==> src/hw/rtl/bcc_pkg.sv <==
`timescale 1ns / 1ps
// ----------------------------------------------------------------------------
// bcc_pkg
// Shared types and constants for the button click classifier.
// ----------------------------------------------------------------------------
package bcc_pkg;

  localparam int US_PER_MS_DEF  = 1000;
  localparam int TIME_WIDTH_DEF = 32;
  localparam int US_WIDTH       = 32;
  localparam int CFG_WIDTH      = 16;
  localparam int CFG_IDX_WIDTH  = 2;

  localparam logic [CFG_IDX_WIDTH-1:0] CFG_DEBOUNCE   = 2'd0;
  localparam logic [CFG_IDX_WIDTH-1:0] CFG_CLICK_MIN  = 2'd1;
  localparam logic [CFG_IDX_WIDTH-1:0] CFG_LONG_PRESS = 2'd2;
  localparam logic [CFG_IDX_WIDTH-1:0] CFG_DOUBLE_GAP = 2'd3;

  localparam logic [CFG_WIDTH-1:0] DEBOUNCE_RST   = 16'd50;
  localparam logic [CFG_WIDTH-1:0] CLICK_MIN_RST  = 16'd50;
  localparam logic [CFG_WIDTH-1:0] LONG_PRESS_RST = 16'd1000;
  localparam logic [CFG_WIDTH-1:0] DOUBLE_GAP_RST = 16'd400;

  typedef enum logic [1:0] {
    EV_NONE   = 2'd0,
    EV_SINGLE = 2'd1,
    EV_DOUBLE = 2'd2,
    EV_LONG   = 2'd3
  } event_t;

  typedef enum logic [3:0] {
    PH_IDLE    = 4'b0001,
    PH_PRESSED = 4'b0010,
    PH_WAIT    = 4'b0100,
    PH_SECOND  = 4'b1000
  } phase_t;

  typedef struct packed {
    logic [CFG_WIDTH-1:0] debounce_ms;
    logic [CFG_WIDTH-1:0] click_min_ms;
    logic [CFG_WIDTH-1:0] long_press_ms;
    logic [CFG_WIDTH-1:0] double_gap_ms;
  } cfg_t;

  typedef struct packed {
    logic a_load;
    logic b_load;
    logic step;
  } pipe_ctl_t;

endpackage

==> src/hw/rtl/bcc_ms_conv.sv <==
`timescale 1ns / 1ps
// ----------------------------------------------------------------------------
// bcc_ms_conv
// Input register and microsecond to millisecond conversion by reciprocal
// multiplication, registered.
// ----------------------------------------------------------------------------
module bcc_ms_conv
  import bcc_pkg::*;
#(
  parameter int US_PER_MS  = US_PER_MS_DEF,
  parameter int TIME_WIDTH = TIME_WIDTH_DEF
) (
  input  logic                  clk,
  input  pipe_ctl_t             ctl,
  input  logic                  level_in,
  input  logic [US_WIDTH-1:0]   time_in,
  output logic                  b_level,
  output logic [TIME_WIDTH-1:0] b_ms
);

  localparam int            SHIFT_L    = $clog2(US_PER_MS);
  localparam int            PROD_SHIFT = US_WIDTH + SHIFT_L;
  localparam int            MUL_W      = US_WIDTH + 1;
  localparam int            PROD_W     = PROD_SHIFT + US_WIDTH;
  localparam logic [63:0]   RECIP      = ((64'd1 << PROD_SHIFT) / US_PER_MS) + 64'd1;

  logic                a_level;
  logic [US_WIDTH-1:0] a_time;
  logic [PROD_W-1:0]   prod;
  logic [US_WIDTH-1:0] quot;

  always_ff @(posedge clk) begin
    if (ctl.a_load) begin
      a_level <= level_in;
      a_time  <= time_in;
    end
  end

  // exact floor division for any US_WIDTH-bit input
  assign prod = PROD_W'(a_time) * PROD_W'(RECIP[MUL_W-1:0]);
  assign quot = prod[PROD_SHIFT +: US_WIDTH];

  always_ff @(posedge clk) begin
    if (ctl.b_load) begin
      b_level <= a_level;
      b_ms    <= TIME_WIDTH'(quot);
    end
  end

endmodule

==> src/hw/rtl/bcc_fsm.sv <==
`timescale 1ns / 1ps
// ----------------------------------------------------------------------------
// bcc_fsm
// Press phase machine, event classification and result register.
// ----------------------------------------------------------------------------
module bcc_fsm
  import bcc_pkg::*;
#(
  parameter int TIME_WIDTH = TIME_WIDTH_DEF
) (
  input  logic                  clk,
  input  logic                  rst,
  input  pipe_ctl_t             ctl,
  input  cfg_t                  cfg,
  input  logic                  active,
  input  logic [TIME_WIDTH-1:0] now,
  output logic [1:0]            event_code,
  output logic                  long_held
);

  phase_t                phase, phase_next;
  logic [TIME_WIDTH-1:0] press_start, press_start_next;
  logic [TIME_WIDTH-1:0] release_t, release_t_next;
  logic [TIME_WIDTH-1:0] held, held_next;
  logic                  long_seen, long_seen_next;
  event_t                ev;
  logic [TIME_WIDTH-1:0] since_press;
  logic [TIME_WIDTH-1:0] since_release;

  assign since_press   = now - press_start;
  assign since_release = now - release_t;

  always_comb begin
    phase_next       = phase;
    press_start_next = press_start;
    release_t_next   = release_t;
    held_next        = held;
    long_seen_next   = long_seen;
    ev               = EV_NONE;
    unique case (phase)
      PH_IDLE: begin
        if (active) begin
          phase_next       = PH_PRESSED;
          press_start_next = now;
        end
      end
      PH_PRESSED: begin
        held_next = since_press;
        if (!active && since_press < TIME_WIDTH'(cfg.debounce_ms)) begin
          phase_next = PH_IDLE;
        end else if (!active) begin
          phase_next     = PH_WAIT;
          release_t_next = now;
        end else if (since_press > TIME_WIDTH'(cfg.long_press_ms)) begin
          long_seen_next = 1'b1;
          ev             = EV_LONG;
          phase_next     = PH_IDLE;
        end
      end
      PH_WAIT: begin
        if (since_release > TIME_WIDTH'(cfg.double_gap_ms)) begin
          if (held > TIME_WIDTH'(cfg.click_min_ms)) begin
            ev = EV_SINGLE;
          end
          phase_next = PH_IDLE;
        end else if (active) begin
          phase_next = PH_SECOND;
        end
      end
      PH_SECOND: begin
        if (!active && since_press > TIME_WIDTH'(cfg.debounce_ms)) begin
          ev             = EV_DOUBLE;
          phase_next     = PH_IDLE;
          release_t_next = now;
        end
      end
      default: begin
        phase_next = PH_IDLE;
      end
    endcase
  end

  always_ff @(posedge clk) begin
    if (rst) begin
      phase       <= PH_IDLE;
      long_seen   <= 1'b0;
      press_start <= '0;
      release_t   <= '0;
      held        <= '0;
    end else if (ctl.step) begin
      phase       <= phase_next;
      long_seen   <= long_seen_next;
      press_start <= press_start_next;
      release_t   <= release_t_next;
      held        <= held_next;
    end
  end

  always_ff @(posedge clk) begin
    if (ctl.step) begin
      event_code <= ev;
      long_held  <= long_seen_next;
    end
  end

endmodule

==> src/hw/rtl/button_click_classifier_unit.sv <==
`timescale 1ns / 1ps
// ----------------------------------------------------------------------------
// button_click_classifier_unit
// Polled push-button classifier: single click, double click, long press.
// ----------------------------------------------------------------------------
//  channel | handshake            | beat
//  --------+----------------------+-----------------------------------
//  in      | in_valid / in_stall  | level_active, time_us
//  out     | out_valid / out_stall| event_code, long_held
//  cfg     | cfg_valid / cfg_ready| cfg_index, cfg_data
//
//  One beat per cycle sustained while out_stall is low; a result passes the
//  input register, millisecond multiply and phase update into the result
//  register. The multiply stage sets the critical path.
//  rst is synchronous: clears pipeline valids, phase, sticky flag; resets config.
//  Empty stages keep filling while a result is held under out_stall;
//  in_stall rises only once all three stages are full and out_stall is high.
//  cfg_ready is always high.
// ----------------------------------------------------------------------------
module button_click_classifier_unit
  import bcc_pkg::*;
#(
  parameter int US_PER_MS  = US_PER_MS_DEF,
  parameter int TIME_WIDTH = TIME_WIDTH_DEF
) (
  input  logic                     clk,
  input  logic                     rst,
  input  logic                     in_valid,
  output logic                     in_stall,
  input  logic                     level_active,
  input  logic [US_WIDTH-1:0]      time_us,
  output logic                     out_valid,
  input  logic                     out_stall,
  output logic [1:0]               event_code,
  output logic                     long_held,
  input  logic                     cfg_valid,
  output logic                     cfg_ready,
  input  logic [CFG_IDX_WIDTH-1:0] cfg_index,
  input  logic [CFG_WIDTH-1:0]     cfg_data
);

  cfg_t                  cfg;
  pipe_ctl_t             ctl;
  logic                  a_valid;
  logic                  b_valid;
  logic                  out_load;
  logic                  b_level;
  logic [TIME_WIDTH-1:0] b_ms;

  assign cfg_ready = 1'b1;

  always_ff @(posedge clk) begin
    if (rst) begin
      cfg.debounce_ms   <= DEBOUNCE_RST;
      cfg.click_min_ms  <= CLICK_MIN_RST;
      cfg.long_press_ms <= LONG_PRESS_RST;
      cfg.double_gap_ms <= DOUBLE_GAP_RST;
    end else if (cfg_valid && cfg_ready) begin
      unique case (cfg_index)
        CFG_DEBOUNCE:   cfg.debounce_ms   <= cfg_data;
        CFG_CLICK_MIN:  cfg.click_min_ms  <= cfg_data;
        CFG_LONG_PRESS: cfg.long_press_ms <= cfg_data;
        CFG_DOUBLE_GAP: cfg.double_gap_ms <= cfg_data;
        default: ;
      endcase
    end
  end

  assign out_load   = !out_valid || !out_stall;
  assign ctl.step   = b_valid && out_load;
  assign ctl.b_load = !b_valid || out_load;
  assign ctl.a_load = !a_valid || ctl.b_load;
  assign in_stall   = !ctl.a_load;

  always_ff @(posedge clk) begin
    if (rst) begin
      a_valid   <= 1'b0;
      b_valid   <= 1'b0;
      out_valid <= 1'b0;
    end else begin
      if (ctl.a_load) begin
        a_valid <= in_valid;
      end
      if (ctl.b_load) begin
        b_valid <= a_valid;
      end
      if (out_load) begin
        out_valid <= b_valid;
      end
    end
  end

  bcc_ms_conv #(
    .US_PER_MS  (US_PER_MS),
    .TIME_WIDTH (TIME_WIDTH)
  ) u_conv (
    .clk      (clk),
    .ctl      (ctl),
    .level_in (level_active),
    .time_in  (time_us),
    .b_level  (b_level),
    .b_ms     (b_ms)
  );

  bcc_fsm #(
    .TIME_WIDTH (TIME_WIDTH)
  ) u_fsm (
    .clk        (clk),
    .rst        (rst),
    .ctl        (ctl),
    .cfg        (cfg),
    .active     (b_level),
    .now        (b_ms),
    .event_code (event_code),
    .long_held  (long_held)
  );

endmodule
==> config.mk <==
export PLATFORM = sky130hd
export DESIGN_NAME = button_click_classifier_unit
export DESIGN_NICKNAME = d
export VERILOG_FILES = /design/src/hw/rtl/bcc_pkg.sv /design/src/hw/rtl/bcc_ms_conv.sv /design/src/hw/rtl/bcc_fsm.sv /design/src/hw/rtl/button_click_classifier_unit.sv
export SDC_FILE = /design/constraint.sdc
export NUM_CORES = 1
export LEC_CHECK = 0
export BUFFER_PORTS_ARGS = -buffer_cell sky130_fd_sc_hd__clkbuf_2
export CAP_MARGIN = 10
export CELL_PAD_IN_SITES_DETAIL_PLACEMENT = 1
export CELL_PAD_IN_SITES_GLOBAL_PLACEMENT = 1
export CORE_MARGIN = 1.5
export CORE_UTILIZATION = 37
export DETAILED_ROUTE_END_ITERATION = 6
export GPL_TIMING_DRIVEN = 0
export PLACE_DENSITY = 0.65
export SETUP_SLACK_MARGIN = 0.2
export SYNTH_ARGS = -nofsm -noshare
export SYNTH_HDL_FRONTEND = slang
export SYNTH_SLANG_ARGS = --single-unit
==> constraint.sdc <==
create_clock -name clk -period 6.8 [get_ports clk]
set_input_delay 1.02 -clock clk [delete_from_list [all_inputs] [get_ports clk]]
set_output_delay 1.02 -clock clk [all_outputs]
set_load 0.005 [all_outputs]
### Word-level counts from Yosys, hierarchy flattened

Index checks and enable logic that the tools add are counted.

| operators by class | value |
|---|---|
| multiplexer cells | 23 |
| eq/ne operators | 13 |
| reductions and logical operators | 22 |
| order comparisons | 5 |
| add/subtract/negate cells | 2 |
| multiply operators | 1 |

Operators with widths:

| cell | count |
|---|---|
| greater-than comparator 32 x 16 -> 1 bit | 4 |
| two-way mux 32 bit | 3 |
| one-hot mux 32 bit (2 select lines) | 1 |
| multiplier 32 x 29 -> 61 bit (second input constant) | 1 |
| less-than comparator 32 x 16 -> 1 bit | 1 |
| subtractor 23 x 32 -> 32 bit | 1 |
| two-way mux 4 bit | 7 |
| subtractor 23 x 23 -> 24 bit | 1 |
| one-hot mux 4 bit (4 select lines) | 1 |
| two-way mux 2 bit | 5 |
| AND reduction 2 bit | 5 |
| AND reduction 5 bit | 2 |
| logical NOT 1 bit | 6 |
| != test 2 bit (second input constant) | 3 |
| one-hot mux 2 bit (3 select lines) | 1 |
| two-way mux 1 bit | 5 |
| equality test 2 bit (second input constant) | 2 |
| equality test 4 x 1 -> 1 bit (second input constant) | 1 |
| equality test 4 x 2 -> 1 bit (second input constant) | 1 |
| equality test 4 x 3 -> 1 bit (second input constant) | 1 |
| equality test 4 bit (second input constant) | 1 |
| != test 4 x 2 -> 1 bit (second input constant) | 1 |
| logical AND 1 bit | 3 |
| logical OR 1 bit | 3 |
| other kinds (6) | 6 |

| word-level totals | value |
|---|---|
| register bits | 219 |
| word-level logic and storage cells | 84 |

### Longest topological paths before layout

Gate-level depths: netlist of the first run.

| logic depth | value |
|---|---|
| depth after elaboration | 6 |
| gate-level depth with buffers | 27 |

### Modules after synthesis

From an unflattened synthesis of the first run, not the netlist that was laid out.

| unflattened totals | value |
|---|---|
| cells, all modules | 3095 |
| area, all modules | 28457.3 um^2 |

By module, submodules not included:

| module | cells an instance | area an instance (um^2) | sequential area each (um^2) | times used |
|---|---|---|---|---|
| bcc_ms_conv | 1510 | 16022.9 | 1711.6 | 1 |
| bcc_fsm | 1331 | 9745.6 | 2112.0 | 1 |
| button_click_classifier_unit | 254 | 2688.8 | 1341.3 | 1 |

### Worst setup path after synthesis of the first run

OpenSTA, ideal clock, no wires.

| path | value |
|---|---|
| path type | reg-to-reg |
| start | register u_conv.a_time[8] |
| end | register u_conv.b_ms[22], data pin |
| data arrival time | 7.069 ns |
| cell stages (with the launch flop) | 28 |
| library setup time | 0.254 ns |
| period minus slack after synthesis | 7.323 ns |
| path buffers | 0 |
| path slack | -0.523 ns |
| cell sequence | edfxtp_1 -> ha_1 -> fa_1 -> fa_1 -> inv_1 -> fa_1 -> inv_1 -> fa_1 -> inv_1 -> fa_1 -> inv_1 -> fa_1 -> inv_1 -> fa_1 -> inv_1 -> ha_1 -> a211oi_1 -> o31ai_1 -> o21ai_0 -> a31oi_1 -> nor3_1 -> o31ai_1 -> a31o_2 -> o31ai_1 -> a31oi_1 -> a21oi_1 -> o31ai_1 -> a21o_1 |

| on the way | value |
|---|---|
| cells in the longest elaborated chain, start to end | 1 |

RTL lines:

| item | line | RTL |
|---|---|---|
| start: declaration | bcc_ms_conv.sv:28 | `logic [US_WIDTH-1:0] a_time;` |
| start signal: assignment | bcc_ms_conv.sv:35 | `a_time <= time_in;` |
| multiplier 32 x 29 -> 61 bit | bcc_ms_conv.sv:40 | `assign prod = PROD_W'(a_time) * PROD_W'(RECIP[MUL_W-1:0]);` |
| named net u_conv.prod[64] | bcc_ms_conv.sv:29 | `logic [PROD_W-1:0] prod;` |
| end signal: assignment | bcc_ms_conv.sv:46 | `b_ms <= TIME_WIDTH'(quot);` |
| end: declaration | bcc_ms_conv.sv:18 | `output logic [TIME_WIDTH-1:0] b_ms` |

The timed path passes the listed nets, and every way through them passes these cells.
A chain may end at the register's enable or synchronous reset.

### Worst setup path after layout of the first run

| path | value |
|---|---|
| start | register u_conv.a_time[4] |
| end | register u_conv.b_ms[18], data pin |

Same word-level chain as after synthesis.

==> results of run 1 <==
[metal layers]
metal  vias up  wire length (um)
met3        94              1748
met5         -                 0
li1       8872                 -
met2       206             34370
met4         0              1841
met1      9021             31490
[kinds of logic after synthesis]
kind of cell	count (synthesis)	synth area share
flops	202	0.1878
other cells	1	0.0001517
compound gates	385	0.09539
mux	25	0.01063
buf+inv	681	0.1038
xor+xnor	55	0.01948
simple gates	480	0.08775
fa+ha+maj	798	0.4949
[cells in the mapped netlist, types with 23 or more instances]
master	number	share of area
a21o_1	69	0.021
a21oi_1	182	0.037
clkbuf_1	41	0.0062
dfxtp_1	142	0.11
edfxtp_1	60	0.073
fa_1	300	0.24
ha_1	498	0.25
inv_1	634	0.096
mux2i_1	24	0.0097
nand2_1	241	0.037
nand4_1	23	0.0058
nor2_1	96	0.015
o21ai_0	51	0.010
xnor2_1	35	0.012
[state kept, by name, indices dropped and copies added (netlist names), 2 cells and up]
signal and flops:
cfg 64, u_fsm.press_start 23, u_fsm.held 24, u_conv.b_ms 23, u_fsm.event_code 2, u_conv.a_time 32, u_fsm.release_t 23, u_fsm.phase 4
[final cells by class]
cell class	count	area [um^2]	area share
multi-input combinational	1744	18550	0.6357
clock inverter	13	160.2	0.005488
timing repair buffer	174	1375	0.04712
sequential	202	4644	0.1592
clock buffer	39	803.3	0.02753
inverter	634	2380	0.08155
tap	864	1081	0.03705
buffer	47	187.7	0.006431
[timing repair]
action / 4_1_cts / 5_1_grt
endpoints found under the setup margin: 23 / 23
gates resized for setup: 54 / 61
pin swaps: 26 / 64
endpoints found under the hold margin: 0 / 0
setup buffers: 91 / 24
[path summary, 6_finish.rpt]
kind | from | to | slack (ps)
hold reg to reg | u_conv.a_level$_DFFE_PN_ | u_conv.b_level$_DFFE_PP_ | 450
hold / removal | u_conv.a_level$_DFFE_PN_ | u_conv.b_level$_DFFE_PP_ | 450
setup reg to reg | u_conv.a_time[4]$_DFFE_PN_ | u_conv.b_ms[18]$_DFFE_PP_ | -560
setup / recovery | u_conv.a_time[4]$_DFFE_PN_ | u_conv.b_ms[18]$_DFFE_PP_ | -560
[through the flow]
| step | TNS, ps | hold WS, ps | instance area (um^2) |
|---|---|---|---|
| floorplan | -140.4 | 400.3 | 25180 |
| global placement | -23180 | 407.1 | 26550 |
| detailed placement | -25330 | 422.4 | 26580 |
| CTS | -6101 | 454.7 | 28680 |
| global route | -11920 | 461.1 | 29180 |
| finish | -7591 | 448.7 | 29180 |
[worst max-delay path: cells and delay by family, from the launching register on]
kind                       cells  cell delay (ps)
DFF                            1              520
adders and majority gates      9             3700
buffers and inverters          9              720
xor gates and xnor gates       1              140
and+or+nand+nor                3              360
AOI/OAI and AO/OA              8             1650
==> out/results.ini, run 1 <==
[drt]
first_pass_iters = 7
ant_nets = 0
drc = 4
vias = 18190
drt_iter0_drc = 549
post_drt_wl_per_cell_um = 18.68
wirelength_um = 69450
avgViaCountPerCell = 4.895

[clock_network]
clock-root-buffer = clkbuf_16
path_clk_slew_ps = 60
clock_sinks = 202
cts_buffer_depth = 3
cts_made_buffers = 28
htreeDepth = 1
insertion_delay_ps = 590
cts_hold_buffers = 0
cts_tree = done

[timing]
slew_headroom = 0.2856
setup-violations-final = 20
final-hold-violation-count = 0
grt_setup_unrepaired = true
post-route-period-util = 1.082
slew_viol_final = 0
timing.fmax_mhz = 135.9
worst_clock_skew_ps = 22.20
worst_slew_pin_slew_ps = 1069
period_minus_slack_ps = 7359
layout_setup_ws_ps = -559.1

[grt]
grt_util_met2 = 0.3721
grt_usage = 0.2093
use_met3 = 0.02158
overflow = 0
busiest_layer = met2
grt_max_degree = 33
antenna_found_initial = 0
grt_first_pass_wirelength_um = 110300
grt_pass1_vias = 20500
met1_usage = 0.2679

[floorplan]
num_rows = 94
fp.dieW_um = 261.5
initial_core_util = 0.3747
fp.dieH_um = 261.5
core-area_um2 = 65980
io_pins = 62
dieArea_um2 = 68380

[setup_path]
cpMaxStageDelayCell = edfxtp_1
worstPathRequired_ps = 7130
critPathKind = flop to flop
worst-path-max-fanout = 4
critPathCaptureType = flop
rr_worst_depth = 30
crit_path_start_kind = flop
cp.arrival_ps = 7690
cpMostUsedCell = fa_1
critPathMaxStageDelay_ps = 520

[placement]
hpwl_um = 55140
dp_slack_ps = -1622
dp.cells = 3550
port_buffers = 58
gp_congestion = 0.8569

[synth]
synth_ff_type = dfxtp_1
syn_inst = 2627
async_flop_share = 0
yosys_register_bits = 202
synth_warnings = 0
syn_avg_cell_area_um2 = 9.412
yosysSeqAreaShare = 0.1878
ys_types = 65
synth_edf_count = 60
syn-num-nets = 3481
synth_area_um2 = 24720

[final_layout]
fin_cells = 3717
final_common_cell = inv_1
drive_gt1_frac = 0.1265
layout_common_cells = inv_1 (629), ha_1 (454), fa_1 (277), nand2_1 (237), a21oi_1 (172)
diodes = 0
fin_nets = 3685
fillCellCount = 7479
final_util = 0.4423
area_delta_synth_final_pct = 18.03

[job]
maxCapViolations = 0

[run_status]
status = finished, violations left
violations = DRC, setup timing

[worst_hold_path]
hold_path_class = flop to flop
min_path_cells = 0

Power of run 1 is left out: the tool's default activity adds up to more than one toggle a clock period on the data nets, which glitch-free logic cannot reach.
==> run 2, diff against run 1 <==
--- a/config.mk
+++ b/config.mk
@@ -9,6 +9,7 @@
 export CAP_MARGIN = 10
 export CELL_PAD_IN_SITES_DETAIL_PLACEMENT = 1
 export CELL_PAD_IN_SITES_GLOBAL_PLACEMENT = 1
+export CORE_ASPECT_RATIO = 1.75
 export CORE_MARGIN = 1.5
 export CORE_UTILIZATION = 37
 export DETAILED_ROUTE_END_ITERATION = 6
==> constraint.sdc (replaced) <==
create_clock -name clk -period 6.66 [get_ports clk]
set_input_delay 0.999 -clock clk [delete_from_list [all_inputs] [get_ports clk]]
set_output_delay 0.999 -clock clk [all_outputs]
set_load 0.005 [all_outputs]
==> run 2 against run 1 <==
Worst setup slack worse by 360 ps. Sequential share of layout area fell by 0.15 points. Wire length up 17%. The run ends with setup timing left. First-iteration DRC count shrank 21%. Hold slack got worse by 25 ps. Die area is essentially flat. Largest cell class unchanged.
==> out/results.ini, run 2 (synthesis gave the netlist of run 1 again) <==
[setup_path]
critPathKind = flop to flop
worst-path-max-fanout = 6
cpMostUsedCell = fa_1
cpMaxStageDelayCell = fa_2
cp.arrival_ps = 7900
worstPathRequired_ps = 6990
critPathCaptureType = flop
crit_path_start_kind = flop
critPathMaxStageDelay_ps = 580

[drt]
drc = 0
wirelength_um = 81070
wl_met2_um = 46670
post_drt_wl_per_cell_um = 21.57
vias = 18810
avgViaCountPerCell = 5.003
route.met3.wl_um = 1867
met1_length_um = 25580
first_pass_iters = 4
drt_iter0_drc = 435
routed.top_layer = met5
ant_nets = 0

[job]
maxCapViolations = 0

[timing]
setup-violations-final = 20
timing.fmax_mhz = 132.0
slew_headroom = 0.2432
worst_clock_skew_ps = 27.15
post-route-period-util = 1.138
tns_ps = -13480
worst_slew_pin_slew_ps = 1133
final-hold-violation-count = 0
slew_viol_final = 0
period_minus_slack_ps = 7577
grt_setup_unrepaired = true
layout_setup_ws_ps = -917.3

[floorplan]
dieArea_um2 = 68450
initial_core_util = 0.3728
io_pins = 62
core-area_um2 = 66310
fp.dieH_um = 345.0
fp.dieW_um = 198.4
num_rows = 125

[final_layout]
fin_nets = 3707
diodes = 0
drive_gt1_frac = 0.1443
largest_register_ffs = 64
area_delta_synth_final_pct = 19.12
top_regs = cfg (64), u_conv.a_time (32), u_fsm.held (24)
top_register = cfg
fin_cells = 3759
seq_area_um2 = 4644
final_cell_area_um2 = 29450
layout_common_cells = inv_1 (618), ha_1 (447), fa_1 (274), nand2_1 (233), a21oi_1 (168)
multi_input_area_um2 = 18640
fillCellCount = 7626
final_common_cell = inv_1

[clock_network]
cts_hold_buffers = 0
cts_made_buffers = 24
cts_buffer_depth = 3
clock-root-buffer = clkbuf_16
htreeDepth = 1
insertion_delay_ps = 570
clock_sinks = 202
cts_tree = done
path_clk_slew_ps = 70

[grt]
grt_max_degree = 32
overflow = 0
grt_first_pass_wirelength_um = 124000
grt_usage = 0.2456
grt_pass1_vias = 22090
antenna_found_initial = 1

[worst_hold_path]
hold_path_class = flop to flop

[placement]
port_buffers = 58
dp.cells = 3575
hpwl_um = 64770
gp_congestion = 0.8830
place_area_um2 = 26610

[run_status]
status = finished, violations left
violations = setup timing

[run 2: critical path, delay by kind of cell, from the launching register on]
kind            cells  cell delay, ps
fa+ha+maj           9            3980
compound gates      6            1400
buf+inv             9            1010
simple gates        5             480
flops               1             460
[run 2: repair_timing]
action | 4_1_cts | 5_1_grt
setup buffers | 127 | 14
endpoints found under the setup margin | 23 | 26
pin swaps | 85 | 31
gates resized for setup | 103 | 48
[run 2: layout make-up]
class / instances / share of cell area
Clock buffer: 32 / 0.02422
Tap cell: 889 / 0.03777
Multi-Input combinational cell: 1744 / 0.6328
Clock inverter: 11 / 0.002719
Buffer: 47 / 0.006372
Timing Repair Buffer: 200 / 0.05765
Sequential cell: 202 / 0.1577
Inverter: 634 / 0.08080
[run 2: through the flow]
stage          hold slack, ps    util  setup WS, ps
3_5_place_dp            412.4  0.4012         -2761
5_1_grt                 443.0  0.4441         -1008
4_1_cts                 429.7  0.4395        -769.8
3_3_place_gp            407.9  0.4009         -2699
6_report                424.1  0.4441        -917.3
2_1_floorplan           400.3       -        -196.9
[run 2: final timing paths]
path	from	end	slack, ps	cells after the start
setup / recovery	u_conv.a_time[13]$_DFFE_PN_	u_conv.b_ms[19]$_DFFE_PP_	-920	29
hold reg to reg	u_conv.a_level$_DFFE_PN_	u_conv.b_level$_DFFE_PP_	420	0
setup reg to reg	u_conv.a_time[13]$_DFFE_PN_	u_conv.b_ms[19]$_DFFE_PP_	-920	29
hold / removal	u_conv.a_level$_DFFE_PN_	u_conv.b_level$_DFFE_PP_	420	0
[run 2: per-layer routing]
layer / vias to the layer above / track usage
met5: - / 0
met4: 2 / 0.1720
met3: 209 / 0.02233
met2: 314 / 0.5113
met1: 9386 / 0.2125
li1: 8894 / -
Power of run 2 is left out for the same reason.
